`src/hdl/hpd_pkg.sv`:
```
// Shared types, constants and the temperature decode for the climate-panel packet decoder.
// No dependencies; every other file of the block imports this package.
package hpd_pkg;

	// Packet geometry: byte 0 is the idle byte, the rest form the body.
	localparam int PACKET_BYTES = 7;
	localparam int LAST_POS     = PACKET_BYTES - 1;
	localparam int POS_W        = 4;
	localparam int BODY_STORED  = 6;
	localparam int BYTE_W       = 8;
	localparam int OUT_DATA_W   = 32;

	localparam logic [BYTE_W-1:0] CHECK_VALUE = 8'b1000_0001;
	localparam logic [3:0]        TEMP_OFFSET = 4'd14;
	localparam logic [3:0]        TEMP_CODE_HI = 4'hf;

	// Result status codes.
	typedef enum logic [1:0] {
		ST_OK     = 2'd0,
		ST_IDLE   = 2'd1,
		ST_PARITY = 2'd2,
		ST_CHECK  = 2'd3
	} status_t;

	// Configuration register indexes.
	typedef enum logic [0:0] {
		CFG_TEMP_LO = 1'b0,
		CFG_TEMP_HI = 1'b1
	} cfg_reg_t;

	// Packet summary handed from the accumulator to the result stage.
	typedef struct packed {
		logic                               done;
		logic                               idle_ok;
		logic                               all_zero;
		logic                               parity_ok;
		logic [BYTE_W-1:0]                  xor_val;
		logic [BODY_STORED-1:0][BYTE_W-1:0] body;
	} pkt_sum_t;

	// Result beat, laid out from the top bit down so it maps straight onto tdata.
	typedef struct packed {
		logic [2:0] pad;
		logic [7:0] temp_second;
		logic [7:0] temp_first;
		logic       ac_off;
		logic       ac_on;
		logic       left_wheel;
		logic       auto_mode;
		logic [2:0] air_direction;
		logic [2:0] fan_speed;
		logic       connected;
		status_t    status;
	} result_t;

	// Temperature code to reported value; codes 1 and 15 are the sentinels.
	function automatic logic [7:0] temp_decode(input logic [3:0] code,
			input logic [7:0] lo_val, input logic [7:0] hi_val);
		logic [7:0] val;
		if (code == 4'd0) begin
			val = 8'd0;
		end else if (code == 4'd1) begin
			val = lo_val;
		end else if (code == TEMP_CODE_HI) begin
			val = hi_val;
		end else begin
			val = {4'd0, code} + {4'd0, TEMP_OFFSET};
		end
		return val;
	endfunction

endpackage

```
`src/hdl/hpd_accum.sv`:
```
// Byte position counter, running checks and body byte store of the packet decoder.
// Depends on hpd_pkg; feeds a packet summary to hpd_result.
module hpd_accum
	import hpd_pkg::*;
(
	input  logic              clk,
	input  logic              arst_n,
	input  logic              accept,
	input  logic [BYTE_W-1:0] frame_byte,
	output logic              at_last,
	output pkt_sum_t          sum
);

	logic [POS_W-1:0]                  pos_q;
	logic [BYTE_W-1:0]                 xor_q;
	logic                              idle_ok_q;
	logic                              all_zero_q;
	logic                              parity_ok_q;
	logic [BODY_STORED-1:0][BYTE_W-1:0] body_q;

	logic                              is_idle;
	logic                              is_last;
	logic                              byte_zero;
	logic [BYTE_W-1:0]                 xor_nxt;
	logic                              idle_ok_nxt;
	logic                              all_zero_nxt;
	logic                              parity_ok_nxt;
	logic [BODY_STORED-1:0][BYTE_W-1:0] body_nxt;

	// Fold the current byte into the running checks.
	always_comb begin
		is_idle       = (pos_q == '0);
		is_last       = (pos_q == POS_W'(LAST_POS));
		byte_zero     = (frame_byte == '0);
		idle_ok_nxt   = is_idle ? byte_zero : idle_ok_q;
		all_zero_nxt  = all_zero_q & (is_idle | byte_zero);
		parity_ok_nxt = parity_ok_q & (is_idle | (^frame_byte));
		xor_nxt       = is_idle ? xor_q : (xor_q ^ frame_byte);
		for (int i = 0; i < BODY_STORED; i++) begin
			body_nxt[i] = (pos_q == POS_W'(i + 1)) ? frame_byte : body_q[i];
		end
	end

	// The next beat closes a packet; the top level gates its ready with this.
	assign at_last = is_last;

	// Summary includes the byte taken in this cycle.
	always_comb begin
		sum.done      = accept & is_last;
		sum.idle_ok   = idle_ok_nxt;
		sum.all_zero  = all_zero_nxt;
		sum.parity_ok = parity_ok_nxt;
		sum.xor_val   = xor_nxt;
		sum.body      = body_nxt;
	end

	// Position and check state; cleared after the last byte of a packet.
	always_ff @(posedge clk or negedge arst_n) begin
		if (!arst_n) begin
			pos_q       <= '0;
			xor_q       <= '0;
			idle_ok_q   <= 1'b0;
			all_zero_q  <= 1'b1;
			parity_ok_q <= 1'b1;
		end else if (accept) begin
			if (is_last) begin
				pos_q       <= '0;
				xor_q       <= '0;
				idle_ok_q   <= 1'b0;
				all_zero_q  <= 1'b1;
				parity_ok_q <= 1'b1;
			end else begin
				pos_q       <= pos_q + POS_W'(1);
				xor_q       <= xor_nxt;
				idle_ok_q   <= idle_ok_nxt;
				all_zero_q  <= all_zero_nxt;
				parity_ok_q <= parity_ok_nxt;
			end
		end
	end

	// Body byte store; payload only, no reset.
	always_ff @(posedge clk) begin
		if (accept) begin
			body_q <= body_nxt;
		end
	end

`ifndef NO_ASSERTIONS
	a_pos_range: assert property (@(posedge clk) disable iff (!arst_n)
		pos_q <= POS_W'(LAST_POS))
		else $error("byte position past end of packet");
	a_pos_wrap: assert property (@(posedge clk) disable iff (!arst_n)
		sum.done |=> (pos_q == '0) && all_zero_q && parity_ok_q)
		else $error("packet state not cleared after last byte");
	a_pos_step: assert property (@(posedge clk) disable iff (!arst_n)
		accept && !is_last |=> pos_q == $past(pos_q) + POS_W'(1))
		else $error("byte position did not advance");
`endif

endmodule

```
`src/hdl/hpd_result.sv`:
```
// Status decision, field decode and output register of the packet decoder.
// Depends on hpd_pkg; takes the packet summary from hpd_accum.
module hpd_result
	import hpd_pkg::*;
(
	input  logic       clk,
	input  logic       arst_n,
	input  pkt_sum_t   sum,
	input  logic [7:0] temp_lo,
	input  logic [7:0] temp_hi,
	input  logic       out_ready,
	output logic       out_valid,
	output result_t    result
);

	result_t res_d;
	result_t res_q;
	logic    valid_q;
	logic    body_ok;

	// Checks in priority order: idle, offline, parity, check byte.
	always_comb begin
		res_d   = '0;
		body_ok = 1'b0;
		if (!sum.idle_ok) begin
			res_d.status = ST_IDLE;
		end else if (sum.all_zero) begin
			res_d.status = ST_OK;
		end else if (!sum.parity_ok) begin
			res_d.status = ST_PARITY;
		end else if (sum.xor_val != CHECK_VALUE) begin
			res_d.status = ST_CHECK;
		end else begin
			res_d.status = ST_OK;
			body_ok      = 1'b1;
		end
		if (body_ok) begin
			res_d.connected     = (sum.body[5] != '0);
			res_d.fan_speed     = sum.body[0][3:1];
			res_d.air_direction = sum.body[1][6:4];
			res_d.auto_mode     = sum.body[1][1];
			res_d.left_wheel    = sum.body[1][3];
			res_d.ac_on         = sum.body[2][1];
			res_d.ac_off        = sum.body[2][2];
			res_d.temp_first    = temp_decode(sum.body[4][4:1], temp_lo, temp_hi);
			res_d.temp_second   = temp_decode(sum.body[3][4:1], temp_lo, temp_hi);
		end
	end

	// Output valid: set by a finished packet, cleared when the beat is taken.
	always_ff @(posedge clk or negedge arst_n) begin
		if (!arst_n) begin
			valid_q <= 1'b0;
		end else if (sum.done) begin
			valid_q <= 1'b1;
		end else if (out_ready) begin
			valid_q <= 1'b0;
		end
	end

	// Result payload.
	always_ff @(posedge clk) begin
		if (sum.done) begin
			res_q <= res_d;
		end
	end

	assign out_valid = valid_q;
	assign result    = res_q;

`ifndef NO_ASSERTIONS
	a_done_valid: assert property (@(posedge clk) disable iff (!arst_n)
		sum.done |=> valid_q)
		else $error("finished packet produced no result beat");
	a_no_overrun: assert property (@(posedge clk) disable iff (!arst_n)
		sum.done |-> !valid_q || out_ready)
		else $error("result overwritten before it was taken");
	a_reject_clean: assert property (@(posedge clk) disable iff (!arst_n)
		valid_q && (res_q.status != ST_OK) |-> (res_q[28:2] == '0))
		else $error("rejected packet carries decoded fields");
`endif

endmodule

```
`src/hdl/hvac_panel_packet_decoder.sv`:
```
// Output: a result beat shows on the master side in the cycle after the last packet byte is taken.
// Throughput: one byte per cycle; the output register frees the input while a result waits,
// and the input stalls only when a held result is not taken in the cycle a packet ends.
// Reset: arst_n resets the byte position, check flags and output valid at once, and sets
// the sentinel registers to 1 and 255; stored body bytes are not reset.
// Depends on hpd_pkg, hpd_accum and hpd_result.
module hvac_panel_packet_decoder
	import hpd_pkg::*;
(
	input  logic                  clk,
	input  logic                  arst_n,
	input  logic                  s_tvalid,
	output logic                  s_tready,
	input  logic [BYTE_W-1:0]     s_tdata,   // [7:0] frame_byte
	output logic                  m_tvalid,
	input  logic                  m_tready,
	output logic [OUT_DATA_W-1:0] m_tdata,   // status, connected, fan_speed, air_direction,
	                                         // auto_mode, left_wheel, ac_on, ac_off,
	                                         // temp_first, temp_second, zero pad
	input  logic                  cfg_we,
	input  cfg_reg_t              cfg_index,
	input  logic [7:0]            cfg_wdata
);

	logic       accept;
	logic       at_last;
	logic [7:0] temp_lo_q;
	logic [7:0] temp_hi_q;
	pkt_sum_t   sum;
	result_t    result;

	// Input beat taken unless it closes a packet while a held result is not drained.
	assign s_tready = !at_last || !m_tvalid || m_tready;
	assign accept   = s_tvalid && s_tready;

	// Sentinel registers.
	always_ff @(posedge clk or negedge arst_n) begin
		if (!arst_n) begin
			temp_lo_q <= 8'd1;
			temp_hi_q <= 8'd255;
		end else if (cfg_we) begin
			case (cfg_index)
				CFG_TEMP_LO: temp_lo_q <= cfg_wdata;
				CFG_TEMP_HI: temp_hi_q <= cfg_wdata;
				default: ;
			endcase
		end
	end

	hpd_accum u_accum (
		.clk        (clk),
		.arst_n     (arst_n),
		.accept     (accept),
		.frame_byte (s_tdata),
		.at_last    (at_last),
		.sum        (sum)
	);

	hpd_result u_result (
		.clk       (clk),
		.arst_n    (arst_n),
		.sum       (sum),
		.temp_lo   (temp_lo_q),
		.temp_hi   (temp_hi_q),
		.out_ready (m_tready),
		.out_valid (m_tvalid),
		.result    (result)
	);

	assign m_tdata = result;

endmodule
```
`config.mk`:
```
export PLATFORM = sky130hd
export DESIGN_NAME = hvac_panel_packet_decoder
export DESIGN_NICKNAME = d
export VERILOG_FILES = /design/src/hdl/hpd_pkg.sv /design/src/hdl/hpd_accum.sv /design/src/hdl/hpd_result.sv /design/src/hdl/hvac_panel_packet_decoder.sv
export SDC_FILE = /design/constraint.sdc
export NUM_CORES = 1
export LEC_CHECK = 0
export BUFFER_PORTS_ARGS = -buffer_cell sky130_fd_sc_hd__clkbuf_2
export CAP_MARGIN = 25
export CORE_MARGIN = 1
export CORE_UTILIZATION = 30
export DETAILED_ROUTE_END_ITERATION = 8
export SLEW_MARGIN = 20
export SYNTH_ARGS = -nofsm -noshare
export SYNTH_HDL_FRONTEND = slang
export SYNTH_SLANG_ARGS = --single-unit
```
`constraint.sdc`:
```
create_clock -name clk -period 3.55 [get_ports clk]
set_input_delay 0.71 -clock clk [delete_from_list [all_inputs] [get_ports clk]]
set_output_delay 0.71 -clock clk [all_outputs]
set_load 0.1 [all_outputs]
```
==> summary.txt, run 1 <==
Run status
  – Status: complete, no violations

Synthesis
  – Largest family of logic cells by synthesized area: simple AND/OR/NAND/NOR gates
  – Post-synthesis simple-gate area fraction: 12.3%
  – Synthesized area: 0.00441 mm²
  – Post-synthesis sequential area ratio: 55.9%
  – Post-synth EDFFs: 55
  – Post-Synth Adder-Cell Area: 1.70%
  – Proportion of synthesized area in mux cells: 12.1%
  – Post-Synth XOR/XNOR Area: 2.18%
  – Synthesized flop and latch total: 87
  – Synth Instances: 350
  – Yosys cell types: 54
  – Syn_area_per_cell: 12.6 µm²
  – Compound-Gate Fraction of Synth Area: 10.6%
  – Asr flop ratio synth: 36.8%
  – Yosys warns: 0
  – Main synth FF type: edfxtp_1

CTS
  – CTS sink cnt: 87
  – CTS Buf Count: 9
  – Hold Buf Count CTS: 0
  – Deepest clock path buffer count: 2
  – CTS tree: built
  – H-tree depth: 3
  – Clk root buf: clkbuf_16
  – Clock Pin Slew Worst Setup and Hold Paths: 0.06 ns
  – Clk Latency, worst-skew pair: 0.34 ns
  – CTS-repair resized insts: 0
  – Setup bufs post-CTS: 0

Drt
  – Remaining DRCs: 0
  – 1st-iter DRT viols: 165
  – Routed WL: 9640 µm
  – DR pass1 iterations: 4
  – Post-DRT Antenna Nets: 0
  – Via Count: 2,919
  – DR WL/cell: 16.4 µm
  – Via density: 4.96

Floorplanning
  – Core box area: 0.0141 mm²
  – Vert. Die Dim: 123 µm
  – Starting density of the core: 31.3%
  – Die ar.: 0.0152 mm²
  – Top Ports: 56
  – FP Rows: 43
  – Die Span X: 123 µm

Layout
  – Syn-to-layout area delta: 16.8%
  – Most frequent cells in the layout: 55 x edfxtp_1, 52 x clkbuf_2, 36 x mux2_2
  – Diode count: 0
  – Fraction of layout cells with a size suffix above 1: 36.3%
  – Layout Nets: 431
  – Most common cell after layout, fill and taps aside: edfxtp_1

Placement
  – Post-DP HPWL: 6890 µm
  – Input/output buffers: 52
  – GP Congestion: 0.824

Setup path
  – Setup crit end kind: flip-flop
  – Critical path depth: 5
  – R2R cell count: 5
  – Largest stage delay, worst path: 0.77 ns
  – Worst path arrival time: 3.05 ns
  – Delay-heaviest family, CP: simple AND/OR/NAND/NOR gates
  – Critical R2R Launch: u_accum.pos_q[0]
  – RR Endpoint: u_result.result[0]
  – Setup crit end: u_result.result[0]
  – Critical-path cell list: or4_1 > o21ai_1 > a32oi_1 > or4_4 > a32o_1
  – CP bufs+invs: 0
  – R2r setup slk: 0.60 ns
  – Setup CP Type: flip-flop to flip-flop
  – Slowest CP cell: or4_1
  – Crit-path max FO: 29
  – Crit path required time: 3.65 ns
  – Critical path startpoint: u_accum.pos_q[0]
  – CP Launch Type: flip-flop

STA
  – Setup TNS: 0 ns
  – Final Hold Viols: 0
  – Slew at the pin closest to its max-slew limit: 0.872 ns
  – Final count of negative-setup-slack endpoints: 0
  – Fmax: 0.339 GHz
  – Fin crit period: 2.95 ns
  – Max_slew headroom: 41.9%
  – Unrepaired setup endpoints after global routing: no
  – Worst clock skew: 0.0112 ns
  – Crit share post-route: 83.1%
  – Slew Limit Fails: 0

Pwr
  – Cell Pwr Density: 639 mW/mm²
  – Design Power: 3.29 mW
  – Max IR drop VDD: 0.315 mV
  – P_leak: 1.95 nW

Flow run
  – Max-cap viol count: 0

Global route
  – Total gr overflow: 0
  – Largest net degree at the start of global routing: 33
  – Initial antenna violation count: 0
  – GRT Total Usage: 13.8%
  – First-pass GRT wire length: 15,800 µm
  – Vias in the first global route: 3,037

Hold path
  – Class of the worst hold path: input pin to asynchronous set/reset pin
## worst min path at each step
| stage | from | endpoint | slack [ns] | cells after the start |
|---|---|---|---|---|
| final | arst_n | u_accum.idle_ok_q | 0.48 | 1 |
| after global routing | u_accum.xor_q[1] | u_accum.xor_q[1] | 0.53 | 1 |
| after CTS | arst_n | u_accum.idle_ok_q | 0.50 | 1 |
| after detailed placement | u_accum.xor_q[1] | u_accum.xor_q[1] | 0.50 | 1 |
| after global placement | u_accum.xor_q[1] | u_accum.xor_q[1] | 0.49 | 1 |
| after floorplan | arst_n | temp_lo_q[1] | 0.41 | 0 |
## logic make-up after synthesis
family	count (synthesis)
fa+ha+maj	6
flops	87
buf+inv	51
other cells	1
simple gates	77
mux	49
compound gates	68
xor+xnor	11
## sequential cells by signal, summed over array words and instances, names as in the netlist
name,cells
u_accum.idle_ok_q,1
u_accum.pos_q,4
u_accum.body_q,26
u_accum.xor_q,8
u_accum.parity_ok_q,1
temp_hi_q,8
u_result.result,29
u_result.out_valid,1
u_accum.all_zero_q,1
temp_lo_q,8
## metrics by stage
| stage | util, % | setup slack, ns | hold WS, ns | std cells | instance area (µm²) |
|---|---|---|---|---|---|
| 2_1_floorplan | - | 0.103 | 0.414 | 352 | 4420 |
| 4_1_cts | 36.6 | 0.588 | 0.505 | 588 | 5160 |
| 3_3_place_gp | 34.6 | 0.654 | 0.485 | 572 | 4870 |
| 3_5_place_dp | 34.6 | 0.591 | 0.501 | 572 | 4870 |
| 6_report | 36.6 | 0.601 | 0.477 | 588 | 5160 |
| 5_1_grt | 36.6 | 0.416 | 0.534 | 588 | 5160 |
## power by group
group	switching, mW	internal [mW]	leakage (nW)
combinational	0.559	0.359	0.908
clock	0.391	0.519	0.142
sequential	0.176	1.29	0.895
total	1.13	2.17	1.95
## Yosys cell counts, types with 3 or more instances
library cell  instances  share of area [%]
ha_1                  6                1.7
edfxtp_1             55                 37
nor4_2                5                1.4
nor3b_1              10                1.7
o41ai_1               3               0.60
clkbuf_1              9               0.77
dfstp_2              11                6.5
a22oi_1              10                1.7
o22ai_1               6               0.85
o21ai_0               6               0.68
o21ai_1               7               0.79
buf_2                 7               0.79
buf_4                 3               0.51
nor3_1                4               0.45
nor3_2               10                2.3
nand2_1              20                1.7
o31ai_1               4               0.68
mux2_2               36                9.2
xnor2_1               4               0.79
inv_1                27                2.3
mux2i_1              13                2.9
xor2_1                7                1.4
nand4_1               4               0.57
a21oi_1              14                1.6
nand2b_1              4               0.57
dfrtp_1              21                 12
nor2_1                6               0.51
## layout make-up
cell class              instances  area [µm²]
fillers                      1383        8940
flip-flops and latches         87        2470
multi-input cells             214        1730
repair buffers                 63         343
clock buffers                  12         258
well taps                     180         225
inverters                      28         105
clock inverters                 4        27.5
## routing by layer
metal	up-vias	routed length [µm]	part of all wire, %	track usage, %
li1	1410	-	-	-
met1	1441	4450	46	17.4
met2	60	4730	49	23.2
met3	8	374	3.9	3.69
met4	0	82	0.85	4.22
met5	-	0	0	0
Power figures use the tool's default switching activity.
==> run 2: changes to the inputs <==
==> constraint.sdc (replaced) <==
create_clock -name clk -period 3.07 [get_ports clk]
set_input_delay 0.614 -clock clk [delete_from_list [all_inputs] [get_ports clk]]
set_output_delay 0.614 -clock clk [all_outputs]
set_load 0.1 [all_outputs]
==> run 2 against run 1 <==
Sequential cell count unchanged. Combinational power up 30%. Die area unchanged. Design area up 1.7%. Via count up 1.6%. Clock skew down 0.0053 ns. Final cell count up 1.0%. Global-route usage up 0.20 points. Critical path type unchanged. Critical endpoint unchanged. Highest routed layer unchanged.
==> summary.txt, run 2 (same netlist as run 1, synthesis figures left out) <==
Layout
  – Most frequent cells in the layout: 55 x edfxtp_1, 52 x clkbuf_2, 36 x mux2_2
  – Diode count: 0
  – Layout Nets: 437
  – Max FFs per register: 29
  – Fraction of layout cells with a size suffix above 1: 37.9%
  – Most common cell after layout, fill and taps aside: edfxtp_1
  – Syn-to-layout area delta: 18.8%

Setup path
  – Worst path arrival time: 2.84 ns
  – Setup CP Type: flip-flop to flip-flop
  – R2R cell count: 5
  – Crit path required time: 3.17 ns
  – Slowest CP cell: or4_4
  – CP Launch Type: flip-flop
  – Largest stage delay, worst path: 0.79 ns
  – Setup crit end kind: flip-flop
  – Crit-path max FO: 29
  – Critical-path cell list: or4_1 > o21ai_1 > a32oi_1 > or4_4 > a32o_1

Global route
  – First-pass GRT wire length: 15,900 µm
  – GRT Total Usage: 14.0%
  – Vias in the first global route: 3,071
  – Initial antenna violation count: 0
  – Largest net degree at the start of global routing: 33
  – Total gr overflow: 0

Pwr
  – Sequential share of power: 41.2%
  – Net Sw Frac: 34.1%
  – Max IR drop VDD: 0.295 mV
  – P_leak: 1.98 nW
  – P_int: 2.59 mW
  – Cell Pwr Density: 749 mW/mm²
  – Combinational Power Share: 30.4%
  – NetSw: 1.34 mW
  – Clock share of power: 28.4%
  – Design Power: 3.93 mW

CTS
  – H-tree depth: 3
  – CTS tree: built
  – Deepest clock path buffer count: 2
  – Clk root buf: clkbuf_16
  – Clk Latency, worst-skew pair: 0.35 ns
  – CTS Buf Count: 9
  – CTS sink cnt: 87
  – CTS-repair resized insts: 0
  – Clock Pin Slew Worst Setup and Hold Paths: 0.06 ns
  – Hold Buf Count CTS: 0
  – Setup bufs post-CTS: 0

Floorplanning
  – Die Span X: 123 µm
  – Core box area: 0.0141 mm²
  – FP Rows: 43
  – Top Ports: 56
  – Vert. Die Dim: 123 µm
  – Starting density of the core: 31.3%
  – Die ar.: 0.0152 mm²

STA
  – Max_slew headroom: 42.4%
  – Crit share post-route: 89.4%
  – Fmax: 0.364 GHz
  – Slew at the pin closest to its max-slew limit: 0.865 ns
  – Final Hold Viols: 0
  – Final count of negative-setup-slack endpoints: 0
  – Unrepaired setup endpoints after global routing: no
  – Worst clock skew: 0.00593 ns
  – Fin crit period: 2.74 ns
  – Setup TNS: 0 ns
  – Slew Limit Fails: 0

Drt
  – Routed WL: 9890 µm
  – Via density: 4.99
  – Post-DRT Antenna Nets: 0
  – DR WL/cell: 16.7 µm
  – Remaining DRCs: 0
  – 1st-iter DRT viols: 168
  – DR pass1 iterations: 4
  – Via Count: 2,966

Flow run
  – Max-cap viol count: 0

Hold path
  – Class of the worst hold path: input pin to asynchronous set/reset pin

Run status
  – Status: complete, no violations

Placement
  – Post-DP HPWL: 6900 µm
  – GP Congestion: 0.859
  – Input/output buffers: 52
==> run 2: cell types whose count changed in the layout (fill, tap and decap cells not counted), sizes merged <==
cell      change
clkinvlp      +2
buf           +6
inv           +1
clkbuf        -2
clkinv        -2
bufinv        +1
==> run 2: path summary, 6_finish.rpt <==
kind                                      endpoint  slack (ns)             start
max in group asynchronous       u_result.out_valid        2.10            arst_n
worst max register to register  u_result.result[0]        0.33  u_accum.pos_q[0]
worst min-delay path              u_accum.xor_q[7]        0.37            arst_n
worst min register to register    u_accum.xor_q[6]        0.51  u_accum.xor_q[6]
min in group clk                u_result.out_valid        0.46          m_tready
worst max-delay path            u_result.result[0]        0.33  u_accum.pos_q[0]
==> run 2: final cells by class <==
| cell class | instances | area (µm²) |
|---|---|---|
| multi-input combinational | 214 | 1730 |
| tap | 180 | 225 |
| fill | 1384 | 8850 |
| inverter | 28 | 109 |
| clock inverter | 6 | 67.6 |
| timing repair buffer | 69 | 413 |
| sequential | 87 | 2470 |
| clock buffer | 10 | 229 |
==> run 2: metrics by stage <==
step / instances / cell area [µm²] / util, % / hold slack (ns) / setup WS (ns)
after global placement: 578 / 4950 / 35.1 / 0.484 / 0.385
after global routing: 594 / 5250 / 37.2 / 0.436 / 0.192
final: 594 / 5250 / 37.2 / 0.372 / 0.327
after detailed placement: 578 / 4950 / 35.1 / 0.502 / 0.327
after floorplan: 352 / 4440 / - / 0.318 / -0.0501
after CTS: 594 / 5250 / 37.2 / 0.393 / 0.324
==> run 2: metal layers <==
layer / GRT usage (%) / part of all wire, % / up-vias
li1: - / - / 1419
met1: 17.8 / 46 / 1473
met2: 23.3 / 49 / 65
met3: 4.43 / 4.8 / 9
met4: 3.24 / 0.80 / 0
met5: 0 / 0 / -
==> run 2: power by group through the flow <==
| stage | clock network [mW] | logic [mW] | registers (mW) |
|---|---|---|---|
| after CTS | 1.14 | 1.20 | 1.61 |
| after floorplan | 0 | 0.772 | 1.77 |
| after global routing | 1.19 | 1.32 | 1.64 |
| final | 1.12 | 1.19 | 1.62 |
| after detailed placement | 0 | 1.19 | 1.64 |
| after global placement | 0 | 1.17 | 1.62 |
==> run 2: worst max-delay path, delay by kind of cell (launching register included) <==
| kind | cells | cell delay [ns] |
|---|---|---|
| compound gates | 3 | 0.60 |
| flops | 1 | 0.37 |
| simple gates | 2 | 1.51 |
==> run 3: changes to the inputs <==
--- a/config.mk
+++ b/config.mk
@@ -8,8 +8,9 @@
 export BUFFER_PORTS_ARGS = -buffer_cell sky130_fd_sc_hd__clkbuf_2
 export CAP_MARGIN = 25
 export CORE_MARGIN = 1
-export CORE_UTILIZATION = 30
+export CORE_UTILIZATION = 55
 export DETAILED_ROUTE_END_ITERATION = 8
+export PLACE_DENSITY = 0.76
 export SLEW_MARGIN = 20
 export SYNTH_ARGS = -nofsm -noshare
 export SYNTH_HDL_FRONTEND = slang
==> run 3 against run 2 <==
Sequential cell count stayed put. Core utilization is 28 points higher. Non-clock buffer count is 1 lower. Count of clock-buffer cells in the layout stayed put. Combinational power hardly changed. Setup slack better by 0.048 ns. Via count is 2.5% higher. Die area is 45% lower. Register-to-register slack better by 0.08 ns. Design area is 3.2% lower.
==> summary.txt, run 3 (same netlist as run 1, synthesis figures left out) <==
STA
  – Final count of negative-setup-slack endpoints: 0
  – Fmax: 0.371 GHz
  – Crit share post-route: 87.8%
  – Slew Limit Fails: 0
  – Unrepaired setup endpoints after global routing: no
  – Worst clock skew: 0.0124 ns
  – Final setup margin: 0.374 ns
  – Setup TNS: 0 ns
  – Final Hold Viols: 0
  – Hold Slack: 0.323 ns
  – Fin crit period: 2.70 ns
  – Max_slew headroom: 45.6%
  – Slew at the pin closest to its max-slew limit: 0.815 ns

Run status
  – Status: complete, no violations

Setup path
  – R2R cell count: 5
  – Worst path arrival time: 2.08 ns
  – Critical R2R Launch: u_accum.pos_q[0]
  – Setup CP Type: flip-flop to primary output
  – Crit-path max FO: 13
  – Setup crit end kind: primary output
  – Crit path required time: 2.46 ns
  – RR Endpoint: u_result.result[0]
  – CP Launch Type: flip-flop
  – R2r setup slk: 0.41 ns

Global route
  – Global routing usage on met3: 3.60%
  – GR peak layer: met2
  – Vias in the first global route: 2,971
  – Initial antenna violation count: 0
  – Total gr overflow: 0
  – Grt met2 use: 38.0%
  – GRT Total Usage: 22.9%
  – First-pass GRT wire length: 14,700 µm
  – Largest net degree at the start of global routing: 33
  – Met1 Use GR: 29.4%

Floorplanning
  – FP Rows: 32
  – Core box area: 0.00773 mm²
  – Vert. Die Dim: 91.6 µm
  – Die ar.: 0.00839 mm²
  – Die Span X: 91.6 µm
  – Top Ports: 56
  – Starting density of the core: 57.1%

CTS
  – Deepest clock path buffer count: 2
  – Setup bufs post-CTS: 0
  – Clock Pin Slew Worst Setup and Hold Paths: 0.09 ns
  – CTS tree: built
  – Clk root buf: clkbuf_8
  – Hold Buf Count CTS: 0
  – CTS sink cnt: 87
  – CTS Buf Count: 9
  – H-tree depth: 3
  – Clk Latency, worst-skew pair: 0.36 ns
  – CTS-repair resized insts: 0

Drt
  – Routed WL: 8990 µm
  – DR pass1 iterations: 5
  – 1st-iter DRT viols: 223
  – Via density: 5.90
  – Post-DRT Antenna Nets: 0
  – Remaining DRCs: 0
  – Via Count: 3,039
  – DR WL/cell: 17.5 µm

Pwr
  – Design Power: 3.79 mW
  – Max IR drop VDD: 0.489 mV
  – Cell Pwr Density: 747 mW/mm²
  – P_leak: 1.95 nW

Hold path
  – Class of the worst hold path: input pin to asynchronous set/reset pin

Layout
  – Most common cell after layout, fill and taps aside: edfxtp_1
  – FF/Latch Area: 0.00247 mm²
  – Post-route cell area: 0.00507 mm²
  – Syn-to-layout area delta: 15.0%
  – # fillers: 593
  – Max FFs per register: 29
  – Area of the multi-input gates: 0.00173 mm²
  – Non-filler instance count after layout: 515
  – Diode count: 0
  – Fraction of layout cells with a size suffix above 1: 38.0%
  – Final Core Density: 65.7%
  – Layout Nets: 436
  – Most frequent cells in the layout: 55 x edfxtp_1, 52 x clkbuf_2, 36 x mux2_2

Placement
  – Placed cell area: 0.00483 mm²
  – DP Worst Slack: 0.394 ns
  – Input/output buffers: 52
  – Post-DP HPWL: 6240 µm
  – GP Congestion: 0.826
  – Dpl cells: 499

Flow run
  – Max-cap viol count: 0
==> run 3: layout make-up <==
cell class	count	share of cell area, %
inverter	28	2.14
sequential	87	48.6
timing repair buffer	68	7.74
tap	102	2.51
clock inverter	6	2.29
multi-input combinational	214	34.2
clock buffer	10	2.51
==> run 3: worst max path at each step <==
stage,startpoint,end,slack (ns),cells after the start
4_1_cts,u_accum.pos_q[3],s_tready,0.37,4
3_5_place_dp,s_tdata[3],u_result.result[0],0.39,6
5_1_grt,u_accum.pos_q[3],s_tready,0.28,4
2_1_floorplan,u_accum.pos_q[3],u_result.result[0],-0.05,5
3_3_place_gp,u_accum.pos_q[0],u_result.result[0],0.45,5
6_report,u_accum.pos_q[3],s_tready,0.37,4
==> run 3: where the power goes <==
| part | leakage, nW | switching (mW) | total [mW] | internal (mW) |
|---|---|---|---|---|
| Clock | 0.121 | 0.425 | 0.973 | 0.548 |
| Combinational | 0.933 | 0.753 | 1.21 | 0.452 |
| Sequential | 0.893 | 0.120 | 1.61 | 1.49 |
==> run 3: layer usage <==
layer,vias up,routed length (µm),part of all wire (%)
li1,1412,-,-
met1,1528,3830,43
met2,81,4600,51
met3,18,358,4.0
met4,0,203,2.3
met5,-,0,0
==> run 3: worst max-delay path, stage by stage, from the launching register on <==
cell and delay (ns):
dfrtp_1 0.40, buf_4 0.19, and4bb_2 0.52, nand3b_1 0.19
clkbuf_2 0.41
